### config.mk
export PLATFORM = sky130hd
export DESIGN_NAME = playback_clock_with_triggers
export DESIGN_NICKNAME = d
export VERILOG_FILES = /design/src/sv/pbclk_pkg.sv /design/src/sv/pbclk_regs.sv /design/src/sv/pbclk_ctrl.sv /design/src/sv/pbclk_dp.sv /design/src/sv/playback_clock_with_triggers.sv
export SDC_FILE = /design/constraint.sdc
export NUM_CORES = 2
export LEC_CHECK = 0
export ABC_CLOCK_PERIOD_IN_PS = 13140
export CORE_UTILIZATION = 60
export DETAILED_ROUTE_END_ITERATION = 16
export DONT_BUFFER_PORTS = 1
export GPL_TIMING_DRIVEN = 1
export HOLD_SLACK_MARGIN = 0.15
export PLACE_DENSITY = 0.82
export SKIP_CTS_REPAIR_TIMING = 1
export SLEW_MARGIN = 5
export SYNTH_ARGS = -nofsm -noshare
export SYNTH_HDL_FRONTEND = slang
export SYNTH_SLANG_ARGS = --single-unit
### constraint.sdc
create_clock -name aclk -period 13.14 [get_ports aclk]
set_clock_uncertainty 0.15 [all_clocks]
set_input_delay 2.628 -clock aclk [delete_from_list [all_inputs] [get_ports aclk]]
set_output_delay 2.628 -clock aclk [all_outputs]
set_load 0.05 [all_outputs]
### src/sv/pbclk_pkg.sv
// Shared types, constants and saturation helpers for the playback clock.
package pbclk_pkg;

    localparam int TRIG_SLOTS = 16;
    localparam int TRIG_IDX_W = (TRIG_SLOTS > 1) ? $clog2(TRIG_SLOTS) : 1;
    localparam int TRIG_CNT_W = $clog2(TRIG_SLOTS + 1);

    localparam int S_TDATA_W = 120;
    localparam int S_TUSER_W = 2;
    localparam int M_TDATA_W = 56;
    localparam int PADDR_W   = 5;

    typedef enum logic [1:0] {
        KIND_TICK    = 2'd0,
        KIND_SEEK    = 2'd1,
        KIND_RESTART = 2'd2,
        KIND_WRITE   = 2'd3
    } kind_t;

    localparam logic RES_TRIGGER = 1'b0;
    localparam logic RES_REPORT  = 1'b1;

    localparam logic [2:0] REG_CLIP_LENGTH   = 3'd0;
    localparam logic [2:0] REG_SPEED         = 3'd1;
    localparam logic [2:0] REG_LOOP_MODE     = 3'd2;
    localparam logic [2:0] REG_INVERSE_MODE  = 3'd3;
    localparam logic [2:0] REG_ENABLED       = 3'd4;
    localparam logic [2:0] REG_TRIGGER_COUNT = 3'd5;

    typedef struct packed {
        logic [30:0]        clip_length;
        logic signed [15:0] speed;
        logic               loop_mode;
        logic               inverse_mode;
        logic               enabled;
        logic [4:0]         trigger_count;
    } cfg_t;

    typedef struct packed {
        logic capture;
        logic wr_entry;
        logic mul;
        logic dt;
        logic step;
        logic seek;
        logic restart;
        logic scan;
        logic walk_emit;
        logic report;
    } dp_cmd_t;

    typedef struct packed {
        kind_t kind;
        logic  enabled;
        logic  wrap;
        logic  scan_done;
        logic  walk_fire;
        logic  out_free;
    } dp_sts_t;

    function automatic logic signed [31:0] sat33(input logic signed [32:0] v);
        if (v[32] != v[31]) begin
            return v[32] ? 32'sh8000_0000 : 32'sh7FFF_FFFF;
        end
        return v[31:0];
    endfunction

    function automatic logic signed [31:0] sat40(input logic signed [39:0] v);
        if (v[39:31] != {9{v[39]}}) begin
            return v[39] ? 32'sh8000_0000 : 32'sh7FFF_FFFF;
        end
        return v[31:0];
    endfunction

endpackage

### src/sv/pbclk_regs.sv
// APB configuration registers of the playback clock.
module pbclk_regs (
    input  logic                           aclk,
    input  logic                           aresetn,
    input  logic                           psel,
    input  logic                           penable,
    input  logic                           pwrite,
    input  logic [pbclk_pkg::PADDR_W-1:0]  paddr,
    input  logic [31:0]                    pwdata,
    output logic [31:0]                    prdata,
    output logic                           pready,
    output pbclk_pkg::cfg_t                cfg
);
    import pbclk_pkg::*;

    cfg_t cfg_reg;
    logic wr_en;

    assign pready = 1'b1;
    assign wr_en  = psel && penable && pwrite && pready;
    assign cfg    = cfg_reg;

    always_ff @(posedge aclk) begin
        if (!aresetn) begin
            cfg_reg.clip_length   <= 31'd65536;
            cfg_reg.speed         <= 16'sd256;
            cfg_reg.loop_mode     <= 1'b1;
            cfg_reg.inverse_mode  <= 1'b0;
            cfg_reg.enabled       <= 1'b1;
            cfg_reg.trigger_count <= 5'd0;
        end else if (wr_en) begin
            case (paddr[4:2])
                REG_CLIP_LENGTH:   cfg_reg.clip_length   <= pwdata[30:0];
                REG_SPEED:         cfg_reg.speed         <= pwdata[15:0];
                REG_LOOP_MODE:     cfg_reg.loop_mode     <= pwdata[0];
                REG_INVERSE_MODE:  cfg_reg.inverse_mode  <= pwdata[0];
                REG_ENABLED:       cfg_reg.enabled       <= pwdata[0];
                REG_TRIGGER_COUNT: cfg_reg.trigger_count <= pwdata[4:0];
                default: ;
            endcase
        end
    end

    always_comb begin
        case (paddr[4:2])
            REG_CLIP_LENGTH:   prdata = {1'b0, cfg_reg.clip_length};
            REG_SPEED:         prdata = {16'd0, cfg_reg.speed};
            REG_LOOP_MODE:     prdata = {31'd0, cfg_reg.loop_mode};
            REG_INVERSE_MODE:  prdata = {31'd0, cfg_reg.inverse_mode};
            REG_ENABLED:       prdata = {31'd0, cfg_reg.enabled};
            REG_TRIGGER_COUNT: prdata = {27'd0, cfg_reg.trigger_count};
            default:           prdata = 32'd0;
        endcase
    end

endmodule

### src/sv/pbclk_ctrl.sv
// Sequencing state machine of the playback clock.
module pbclk_ctrl (
    input  logic                aclk,
    input  logic                aresetn,
    input  logic                s_tvalid,
    output logic                s_tready,
    input  pbclk_pkg::dp_sts_t  sts,
    output pbclk_pkg::dp_cmd_t  cmd
);
    import pbclk_pkg::*;

    typedef enum logic [8:0] {
        ST_IDLE    = 9'b000000001,
        ST_MUL     = 9'b000000010,
        ST_DT      = 9'b000000100,
        ST_STEP    = 9'b000001000,
        ST_SCAN    = 9'b000010000,
        ST_RESTART = 9'b000100000,
        ST_SEEK    = 9'b001000000,
        ST_WALK    = 9'b010000000,
        ST_REPORT  = 9'b100000000
    } state_t;

    state_t state_reg, state_next;
    logic   stepped_reg, stepped_next;

    always_ff @(posedge aclk) begin
        if (!aresetn) begin
            state_reg   <= ST_IDLE;
            stepped_reg <= 1'b0;
        end else begin
            state_reg   <= state_next;
            stepped_reg <= stepped_next;
        end
    end

    always_comb begin
        state_next   = state_reg;
        stepped_next = stepped_reg;
        cmd          = '0;
        s_tready     = 1'b0;
        case (state_reg)
            ST_IDLE: begin
                s_tready = 1'b1;
                if (s_tvalid) begin
                    cmd.capture  = 1'b1;
                    stepped_next = 1'b0;
                    case (sts.kind)
                        KIND_TICK:    state_next = sts.enabled ? ST_MUL : ST_REPORT;
                        KIND_SEEK:    state_next = ST_SEEK;
                        KIND_RESTART: state_next = ST_RESTART;
                        KIND_WRITE: begin
                            cmd.wr_entry = 1'b1;
                            state_next   = ST_REPORT;
                        end
                        default:      state_next = ST_REPORT;
                    endcase
                end
            end
            ST_MUL: begin
                cmd.mul    = 1'b1;
                state_next = ST_DT;
            end
            ST_DT: begin
                cmd.dt     = 1'b1;
                state_next = ST_STEP;
            end
            ST_STEP: begin
                cmd.step     = 1'b1;
                stepped_next = 1'b1;
                state_next   = sts.wrap ? ST_SCAN : ST_WALK;
            end
            ST_RESTART: begin
                cmd.restart = 1'b1;
                state_next  = ST_SCAN;
            end
            ST_SCAN: begin
                cmd.scan = 1'b1;
                if (sts.scan_done) begin
                    if (stepped_reg) begin
                        state_next = ST_WALK;
                    end else begin
                        state_next = sts.enabled ? ST_MUL : ST_REPORT;
                    end
                end
            end
            ST_SEEK: begin
                cmd.seek   = 1'b1;
                state_next = ST_REPORT;
            end
            ST_WALK: begin
                if (sts.walk_fire) begin
                    cmd.walk_emit = sts.out_free;
                end else begin
                    state_next = ST_REPORT;
                end
            end
            ST_REPORT: begin
                if (sts.out_free) begin
                    cmd.report = 1'b1;
                    state_next = ST_IDLE;
                end
            end
            default: state_next = ST_IDLE;
        endcase
    end

endmodule

### src/sv/pbclk_dp.sv
// Position, step arithmetic, trigger table and result register of the playback clock.
module pbclk_dp (
    input  logic                aclk,
    input  logic                aresetn,
    input  pbclk_pkg::cfg_t     cfg,
    input  pbclk_pkg::dp_cmd_t  cmd,
    output pbclk_pkg::dp_sts_t  sts,
    input  pbclk_pkg::kind_t    in_kind,
    input  logic [30:0]         in_tick,
    input  logic signed [31:0]  in_seek,
    input  logic [3:0]          in_index,
    input  logic [30:0]         in_time,
    input  logic [15:0]         in_type,
    input  logic                m_tready,
    output logic                out_valid,
    output logic                out_kind,
    output logic [15:0]         out_type,
    output logic signed [31:0]  out_time,
    output logic                out_wrapped,
    output logic                out_end,
    output logic                out_last
);
    import pbclk_pkg::*;

    logic [30:0] trig_time_mem [TRIG_SLOTS];
    logic [15:0] trig_type_mem [TRIG_SLOTS];
    logic [30:0] time_q;
    logic [15:0] type_q;

    logic signed [31:0]      pos_reg;
    logic [TRIG_IDX_W-1:0]   nt_reg, nt_next;
    logic                    ntv_reg, ntv_next;
    logic [30:0]             tick_reg;
    logic signed [31:0]      seek_reg;
    logic signed [47:0]      prod_reg;
    logic signed [31:0]      dt_reg;
    logic                    wr_reg;
    logic                    er_reg;
    logic                    out_valid_reg;

    logic [TRIG_CNT_W-1:0]   live_n;
    logic [TRIG_CNT_W-1:0]   nt_inc;
    logic [TRIG_IDX_W-1:0]   scan_start;
    logic signed [32:0]      pos33, len33, dt33, time33;
    logic                    scan_empty, scan_match, scan_end, nt_last_fwd, wrap;

    always_comb begin
        if (int'(cfg.trigger_count) > TRIG_SLOTS) begin
            live_n = TRIG_CNT_W'(TRIG_SLOTS);
        end else begin
            live_n = TRIG_CNT_W'(cfg.trigger_count);
        end
    end

    assign pos33  = {pos_reg[31], pos_reg};
    assign len33  = $signed({2'b00, cfg.clip_length});
    assign dt33   = {dt_reg[31], dt_reg};
    assign time33 = $signed({2'b00, time_q});

    assign nt_inc      = TRIG_CNT_W'(nt_reg) + TRIG_CNT_W'(1);
    assign nt_last_fwd = (nt_inc >= live_n);
    assign scan_empty  = (live_n == '0);
    assign scan_match  = cfg.inverse_mode ? (time33 < pos33) : (time33 > pos33);
    assign scan_end    = cfg.inverse_mode ? (nt_reg == '0) : nt_last_fwd;
    assign scan_start  = (cfg.inverse_mode && !scan_empty) ?
                         TRIG_IDX_W'(live_n - TRIG_CNT_W'(1)) : '0;
    assign wrap        = cfg.loop_mode && (pos_reg[31] || (pos33 >= len33));

    assign sts.kind      = in_kind;
    assign sts.enabled   = cfg.enabled;
    assign sts.wrap      = wrap;
    assign sts.scan_done = scan_empty || scan_match || scan_end;
    assign sts.walk_fire = !cfg.inverse_mode && ntv_reg && (pos33 > time33);
    assign sts.out_free  = !out_valid_reg || m_tready;

    // trigger pointer doubles as the scan index
    always_comb begin
        nt_next  = nt_reg;
        ntv_next = ntv_reg;
        if ((cmd.step && wrap) || cmd.restart) begin
            nt_next  = scan_start;
            ntv_next = 1'b0;
        end else if (cmd.scan) begin
            if (scan_empty) begin
                nt_next  = '0;
                ntv_next = 1'b0;
            end else if (scan_match) begin
                ntv_next = 1'b1;
            end else if (scan_end) begin
                nt_next  = '0;
            end else if (cfg.inverse_mode) begin
                nt_next  = nt_reg - TRIG_IDX_W'(1);
            end else begin
                nt_next  = nt_reg + TRIG_IDX_W'(1);
            end
        end else if (cmd.walk_emit) begin
            if (nt_last_fwd) begin
                nt_next  = '0;
                ntv_next = 1'b0;
            end else begin
                nt_next  = nt_reg + TRIG_IDX_W'(1);
            end
        end
    end

    always_ff @(posedge aclk) begin
        if (cmd.wr_entry && (int'(in_index) < TRIG_SLOTS)) begin
            trig_time_mem[TRIG_IDX_W'(in_index)] <= in_time;
            trig_type_mem[TRIG_IDX_W'(in_index)] <= in_type;
        end
        time_q <= trig_time_mem[nt_next];
        type_q <= trig_type_mem[nt_next];
    end

    always_ff @(posedge aclk) begin
        if (!aresetn) begin
            pos_reg <= '0;
            nt_reg  <= '0;
            ntv_reg <= 1'b0;
        end else begin
            nt_reg  <= nt_next;
            ntv_reg <= ntv_next;
            if (cmd.restart) begin
                pos_reg <= '0;
            end else if (cmd.seek && cfg.enabled) begin
                if (seek_reg[31]) begin
                    pos_reg <= '0;
                end else if (seek_reg[30:0] > cfg.clip_length) begin
                    pos_reg <= $signed({1'b0, cfg.clip_length});
                end else begin
                    pos_reg <= seek_reg;
                end
            end else if (cmd.step) begin
                if (cfg.loop_mode) begin
                    pos_reg <= wrap ? 32'sd0 : sat33(pos33 + dt33);
                end else if (pos_reg[31]) begin
                    pos_reg <= '0;
                end else if (pos33 > len33) begin
                    pos_reg <= sat33(len33 - dt33);
                end else begin
                    pos_reg <= sat33(pos33 + dt33);
                end
            end
        end
    end

    always_ff @(posedge aclk) begin
        if (cmd.capture) begin
            tick_reg <= (in_kind == KIND_TICK) ? in_tick : '0;
            seek_reg <= in_seek;
            wr_reg   <= 1'b0;
            er_reg   <= 1'b0;
        end else if (cmd.step) begin
            if (cfg.loop_mode) begin
                wr_reg <= wr_reg | wrap;
            end else begin
                er_reg <= pos_reg[31] || (pos33 > len33);
            end
        end
        if (cmd.mul) begin
            prod_reg <= $signed(cfg.speed) * $signed({1'b0, tick_reg});
        end
        if (cmd.dt) begin
            dt_reg <= sat40(prod_reg[47:8]);
        end
    end

    always_ff @(posedge aclk) begin
        if (!aresetn) begin
            out_valid_reg <= 1'b0;
        end else if (cmd.walk_emit || cmd.report) begin
            out_valid_reg <= 1'b1;
        end else if (m_tready) begin
            out_valid_reg <= 1'b0;
        end
    end

    always_ff @(posedge aclk) begin
        if (cmd.walk_emit) begin
            out_kind    <= RES_TRIGGER;
            out_type    <= type_q;
            out_time    <= pos_reg;
            out_wrapped <= 1'b0;
            out_end     <= 1'b0;
            out_last    <= 1'b0;
        end else if (cmd.report) begin
            out_kind    <= RES_REPORT;
            out_type    <= '0;
            out_time    <= cfg.inverse_mode ? sat33(len33 - pos33) : pos_reg;
            out_wrapped <= wr_reg;
            out_end     <= er_reg;
            out_last    <= 1'b1;
        end
    end

    assign out_valid = out_valid_reg;

endmodule

### src/sv/playback_clock_with_triggers.sv
// Top level of the playback position clock with trigger table.
// One item at a time. A trigger write goes to its report, a seek through a seek step, a tick through
// multiply, scale, step and trigger walk (none when disabled), a restart through the table scan
// (one entry per cycle) and a tick; a loop wrap adds the scan. Result stalls hold each trigger and report.
// Reset (aresetn low, synchronous): position and trigger pointer cleared, registers to
// defaults; the trigger table is not cleared.
module playback_clock_with_triggers (
    input  logic                                 aclk,
    input  logic                                 aresetn,
    input  logic                                 s_tvalid,
    output logic                                 s_tready,
    // tick_amount[30:0], seek_position[62:31], entry_index[66:63],
    // entry_time[97:67], entry_type[113:98], zero pad
    input  logic [pbclk_pkg::S_TDATA_W-1:0]      s_tdata,
    // kind[1:0]
    input  logic [pbclk_pkg::S_TUSER_W-1:0]      s_tuser,
    output logic                                 m_tvalid,
    input  logic                                 m_tready,
    // fired_type[15:0], sample_time[47:16], loop_wrapped[48], end_reached[49], zero pad
    output logic [pbclk_pkg::M_TDATA_W-1:0]      m_tdata,
    // result_kind[0]
    output logic [0:0]                           m_tuser,
    output logic                                 m_tlast,
    input  logic                                 psel,
    input  logic                                 penable,
    input  logic                                 pwrite,
    input  logic [pbclk_pkg::PADDR_W-1:0]        paddr,
    input  logic [31:0]                          pwdata,
    output logic [31:0]                          prdata,
    output logic                                 pready
);
    import pbclk_pkg::*;

    cfg_t               cfg;
    dp_cmd_t            cmd;
    dp_sts_t            sts;
    logic               out_kind;
    logic [15:0]        out_type;
    logic signed [31:0] out_time;
    logic               out_wrapped;
    logic               out_end;

    pbclk_regs u_regs (
        .aclk    (aclk),
        .aresetn (aresetn),
        .psel    (psel),
        .penable (penable),
        .pwrite  (pwrite),
        .paddr   (paddr),
        .pwdata  (pwdata),
        .prdata  (prdata),
        .pready  (pready),
        .cfg     (cfg)
    );

    pbclk_ctrl u_ctrl (
        .aclk     (aclk),
        .aresetn  (aresetn),
        .s_tvalid (s_tvalid),
        .s_tready (s_tready),
        .sts      (sts),
        .cmd      (cmd)
    );

    pbclk_dp u_dp (
        .aclk        (aclk),
        .aresetn     (aresetn),
        .cfg         (cfg),
        .cmd         (cmd),
        .sts         (sts),
        .in_kind     (kind_t'(s_tuser[1:0])),
        .in_tick     (s_tdata[30:0]),
        .in_seek     ($signed(s_tdata[62:31])),
        .in_index    (s_tdata[66:63]),
        .in_time     (s_tdata[97:67]),
        .in_type     (s_tdata[113:98]),
        .m_tready    (m_tready),
        .out_valid   (m_tvalid),
        .out_kind    (out_kind),
        .out_type    (out_type),
        .out_time    (out_time),
        .out_wrapped (out_wrapped),
        .out_end     (out_end),
        .out_last    (m_tlast)
    );

    assign m_tdata = {6'd0, out_end, out_wrapped, out_time, out_type};
    assign m_tuser = out_kind;

endmodule

## Word-level counts from Yosys, hierarchy flattened

Memory sizes are Yosys's and may differ from the RTL's. A register that Yosys moved wholly into a read port is not among the register bits.
Cells that the tools add are included.

- Flip-flop bits (word level): 299
- RAM bits: 752
- Memories: 2
- Bits of input ports: 166
- Output and inout port bits: 93
- Word-level logic and storage cells: 210

Memory list:

| name | depth | width | rd ports | clocked after Yosys merged registers in | write ports | RTL line | RTL |
|---|---|---|---|---|---|---|---|
| u_dp.trig_time_mem | 16 | 31 | 1 | 1 | 1 | pbclk_dp.sv:25 | `logic [30:0] trig_time_mem [TRIG_SLOTS];` |
| u_dp.trig_type_mem | 16 | 16 | 1 | 1 | 1 | pbclk_dp.sv:26 | `logic [15:0] trig_type_mem [TRIG_SLOTS];` |

- Multiplexer cells: 99
- Magnitude comparators: 8
- Reduce and logical (&&, ||, !) cells: 41
- $mul: 1
- Bitwise logic cells: 3
- Equal/unequal tests: 26
- $add $sub $neg: 7

Operator list:

| kind | count |
|---|---|
| $mux 32 | 23 |
| $pmux 31 s6 | 1 |
| $gt 32x32->1 | 3 |
| $pmux 9 s9 | 1 |
| $sub 32x32->33 | 2 |
| $mux 9 | 6 |
| $mux 1 | 50 |
| $mul 16x32->48 | 1 |
| $mux 4 | 9 |
| $pmux 9 s4 | 1 |
| $add 32x32->33 | 1 |
| $ge 32x32->1 | 1 |
| $lt 32x32->1 | 1 |
| $mux 16 | 2 |
| $gt 31x31->1 | 1 |
| $mux 31 | 1 |
| $reduce_and 2->1 | 9 |
| $reduce_bool 2->1 | 6 |
| $eq 9x1->1 const B | 1 |
| $eq 9x2->1 const B | 1 |
| $eq 9x3->1 const B | 1 |
| $eq 9x4->1 const B | 1 |
| $eq 9x5->1 const B | 1 |
| $eq 9x6->1 const B | 1 |
| other kinds (34) | 60 |

## Longest topological paths before layout

- Depth in word-level cells: 16
- Gate-level depth with buffers: 27
- Mapped depth without buffers: 24

## Modules after synthesis

A second synthesis with hierarchy kept.

- Cells, all modules: 5,606
- Area total of the unflattened synthesis: 66,114.7 µm²

Modules (own cells, without submodules):

| module | times used | cells each | sequential area each (µm²) | area an instance (µm²) |
|---|---|---|---|---|
| pbclk_dp | 1 | 5,206 | 29,878.7 | 62,520.0 |
| pbclk_regs | 1 | 288 | 1,101.1 | 2,718.9 |
| pbclk_ctrl | 1 | 103 | 200.2 | 812.0 |
| playback_clock_with_triggers | 1 | 9 | 0.0 | 63.8 |

## Worst setup path after synthesis

OpenSTA, ideal clock, no wires.

- Kind: input to register
- Start: input s_tvalid
- End: memory u_dp.trig_time_mem[0][0], enable pin
- Path slack: 6.003 ns
- Setup time: 0.510 ns
- Cell stages on the path: 3
- Data arrival time: 6.477 ns
- Buffers on the path: 0
- Required time: 12.480 ns
- Path through: nand2_1 -> or4_1 -> nor3_1

- Longest elaborated chain between the ends: 4

RTL lines:

| element | RTL line | RTL |
|---|---|---|
| start: declaration | playback_clock_with_triggers.sv:10 | `input logic s_tvalid,` |
| $mux 2 | pbclk_ctrl.sv:45 | `if (s_tvalid) begin` |
| $mux 2 | pbclk_ctrl.sv:42 | `case (state_reg)` |
| $mux 1 | pbclk_dp.sv:107 | `if (cmd.wr_entry && (int'(in_index) < TRIG_SLOTS)) begin` |
| $mux 1 (implied by the code) | pbclk_dp.sv:108 | `trig_time_mem[TRIG_IDX_W'(in_index)] <= in_time;` |
| end: declaration | pbclk_dp.sv:25 |  |

Every way passes these cells.

## Final worst setup path

- Start: register u_regs.cfg_reg (netlist bit u_regs.cfg[23])
- End: register u_dp.prod_reg[47], data pin

- Longest elaborated chain between the ends: 1

RTL lines:

| element | RTL line | RTL |
|---|---|---|
| start: declaration | pbclk_regs.sv:16 | `cfg_t cfg_reg;` |
| $mul 16x32->48 | pbclk_dp.sv:161 | `prod_reg <= $signed(cfg.speed) * $signed({1'b0, tick_reg});` |
| end signal: assignment | pbclk_dp.sv:161 |  |
| end: declaration | pbclk_dp.sv:35 | `logic signed [47:0] prod_reg;` |

Every way passes these cells.
A chain may end at the register's enable or synchronous reset.

==> flow_summary.json <==
{
  "place_congestion": 0.988,
  "grt_first_pass_wirelength_um": 255000,
  "cts_tree": "yes",
  "port_buffers": 0,
  "num_rows": 121,
  "seqPwrFrac": 0.510,
  "drtIter0Drc": 3553,
  "die_h_um": 334,
  "drv_slew": 0,
  "avgSynthCellArea_um2": 11.9,
  "post-route-min-period_ns": 8.19,
  "setup_tns_ns": 0,
  "fin_ws_ns": 4.95,
  "cts.clk_slew.worst_paths_ns": 0.06,
  "die_area_um2": 111000,
  "grt_overflow": 0,
  "grt_max_degree": 141,
  "areaGrowthSynthToFinish_pct": 7.82,
  "max_freq_mhz": 122,
  "worst_pin_slew_ns": 1.13,
  "routedWlPerCell_um": 24.0,
  "cts_sinks": 1090,
  "cts-htree-levels": 3,
  "synth_edf_count": 935,
  "finalHoldViolCount": 0,
  "synthArstFlopShare": 0,
  "outcome": "finished clean",
  "ant_nets": 0,
  "io-pin-count": 259,
  "fin_total_pwr_mw": 7.73,
  "critPathLaunchType": "flop",
  "combPwrFrac": 0.075,
  "synth_ff_type": "edfxtp_1",
  "cp_data_arrival_time_ns": 8.56,
  "insertion_delay_ns": 0.73,
  "whs_path_depth": 2,
  "antenna_found_initial": 6,
  "ys_seq_elements": 1090,
  "vias": 42700,
  "numCtsBuffers": 108,
  "die_width_um": 334,
  "rsz0062_at_grt": "no",
  "max-slew-margin-rel": 0.243,
  "start_util": 0.605,
  "drc_errors": 0,
  "largest_reg_flops": 496,
  "ff2ff_path_depth": 22,
  "grt_usage": 0.303,
  "ys_warn_count": 0,
  "drt_wl_total_um": 167000,
  "setup_viol": 0,
  "endpoint_kind": "flop",
  "drive_above_1_share": 0.0517,
  "grt_pass1_vias": 43700,
  "switchingPower_mw": 1.82,
  "synth_cell_types": 78,
  "critPathRequiredTime_ns": 13.51,
  "clock_path_buffers": 3,
  "syn_area_um2": 66000,
  "worst-path-max-fanout": 23,
  "power_leakage_nw": 26.3,
  "switching_share": 0.236,
  "nets": 6346,
  "hpwl_um": 109000,
  "place_ws_ns": 5.04,
  "worstSetupPathType": "reg -> reg",
  "fillCellCount": 7833,
  "clkPwrFrac": 0.415,
  "cap_violations": 0,
  "hold_class": "reg -> reg",
  "yosysSeqAreaShare": 0.473,
  "viasPerCell": 6.12,
  "power_density_nw_per_um2": 109,
  "fin_util": 0.653,
  "p_int_mw": 5.91,
  "period_share": 0.623,
  "synth_cells": 5541,
  "first_pass_iters": 6,
  "root_buffer": "clkbuf_16",
  "peakVddDrop_mv": 0.125,
  "core_um2": 109000
}
==> power groups by stage <==
stage               Sequential (mW)  Clock [mW]  Combinational, mW
floorplan                      3.93           0              0.455
global placement               4.01           0              0.553
detailed placement             4.01           0              0.570
CTS                            3.94        3.25              0.576
global route                   3.94        3.37              0.640
finish                         3.94        3.21              0.578
==> synth_stat cells (all sizes together), types with 17 or more instances <==
library cell,n,area (µm²)
o21a,29,218
dfxtp,155,3100
fa,406,8130
mux2i,749,7500
ha,314,3930
nor2,200,751
a21o,56,420
o21ai,149,746
xor2,34,298
nor3,37,185
nand2b,34,213
and2,280,1750
o211ai,17,128
nand4,27,169
inv,631,2370
a211oi,33,248
nor2b,40,250
o21bai,21,158
edfxtp,935,28100
clkbuf,169,634
nand3,45,225
o2111ai,19,166
a21boi,52,398
nand2,515,1930
xnor2,86,753
o22ai,18,113
buf,92,485
a21oi,186,935
==> placed cells by master, fill, tap and decap left out, types with 27 or more instances in the layout <==
master     Yosys  layout
xor2_1        34      34
clkbuf_1     169      29
fa_1         406     406
nor2b_1       40      40
inv_1        631     630
a21oi_1      185     183
nor3_1        37      30
mux2i_1      749     749
clkbuf_16      0     110
buf_4         13      60
xnor2_1       86      86
a21boi_0      50      50
nand3_1       45      45
o21ai_0      139     138
o21a_1        29      28
a211oi_1      33      33
dfxtp_1      155     152
nand2_1      515     515
ha_1         314     314
nor2_1       200     185
a21o_1        56      56
nand2b_1      34      34
and2_1       279     279
nand4_1       27      27
edfxtp_1     935     935
==> logic make-up after synthesis <==
logic type,Yosys count,share of synthesized area
buffers and inverters,892,0.0529
xor gates and xnor gates,120,0.0159
AOI/OAI and AO/OA,690,0.0675
muxes,761,0.116
DFF,1090,0.473
and+or+nand+nor,1261,0.0919
other,2,0.000114
adders and majority gates,725,0.183
==> layer usage <==
layer  global-route usage  vias to the layer above  routed length, µm
met2                0.498                     1962              78600
li1                     -                    19000                  -
met4                0.149                        2               8930
met3               0.0609                      463              14700
met5                    0                        -                 18
met1                0.382                    21200              65200
==> critical path: stages (launching register included) <==
cell and delay [ns]:
dfxtp_1 0.84, inv_1 0.70, nor2_1 0.29, fa_1 0.47, fa_1 0.46, fa_1 0.54
fa_1 0.44, fa_1 0.49, inv_1 0.05, fa_1 0.50, inv_1 0.05, ha_1 0.32
a21o_1 0.18, a21o_1 0.17, a211oi_1 0.27, o21ai_0 0.18, o2bb2ai_1 0.25, o21a_1 0.25
nor2_1 0.17, o221ai_1 0.26, nor4_1 0.47, nor2_1 0.15, a211oi_1 0.30
==> worst paths after layout <==
path,startpoint,to,slack (ns)
hold reg to reg,u_regs.cfg[13],u_regs.cfg[13],0.32
hold / removal,u_regs.cfg[13],u_regs.cfg[13],0.32
setup reg to reg,u_regs.cfg[23],u_dp.prod_reg[47],4.95
setup / recovery,u_regs.cfg[23],u_dp.prod_reg[47],4.95
==> metrics by stage <==
stage                     instance area, µm²  std cells  hold slack (ns)
after floorplan                        66000       5547            0.290
after global placement                 67400       6764            0.301
after detailed placement               67400       6764            0.310
after CTS                              71100       6968            0.319
after global routing                   71100       6971            0.351
final                                  71100       6973            0.318
==> final cells by class <==
cell class	count	area, µm²	area share
Timing Repair Buffer	64	531	0.00746
Sequential cell	1090	31200	0.438
Tap cell	1414	1770	0.0249
Antenna cell	5	12.5	0.000176
Clock inverter	59	797	0.0112
Inverter	631	2370	0.0333
Clock buffer	145	2940	0.0414
Multi-Input combinational cell	3565	31500	0.443
Note: power is estimated with default switching activity, not from simulation.
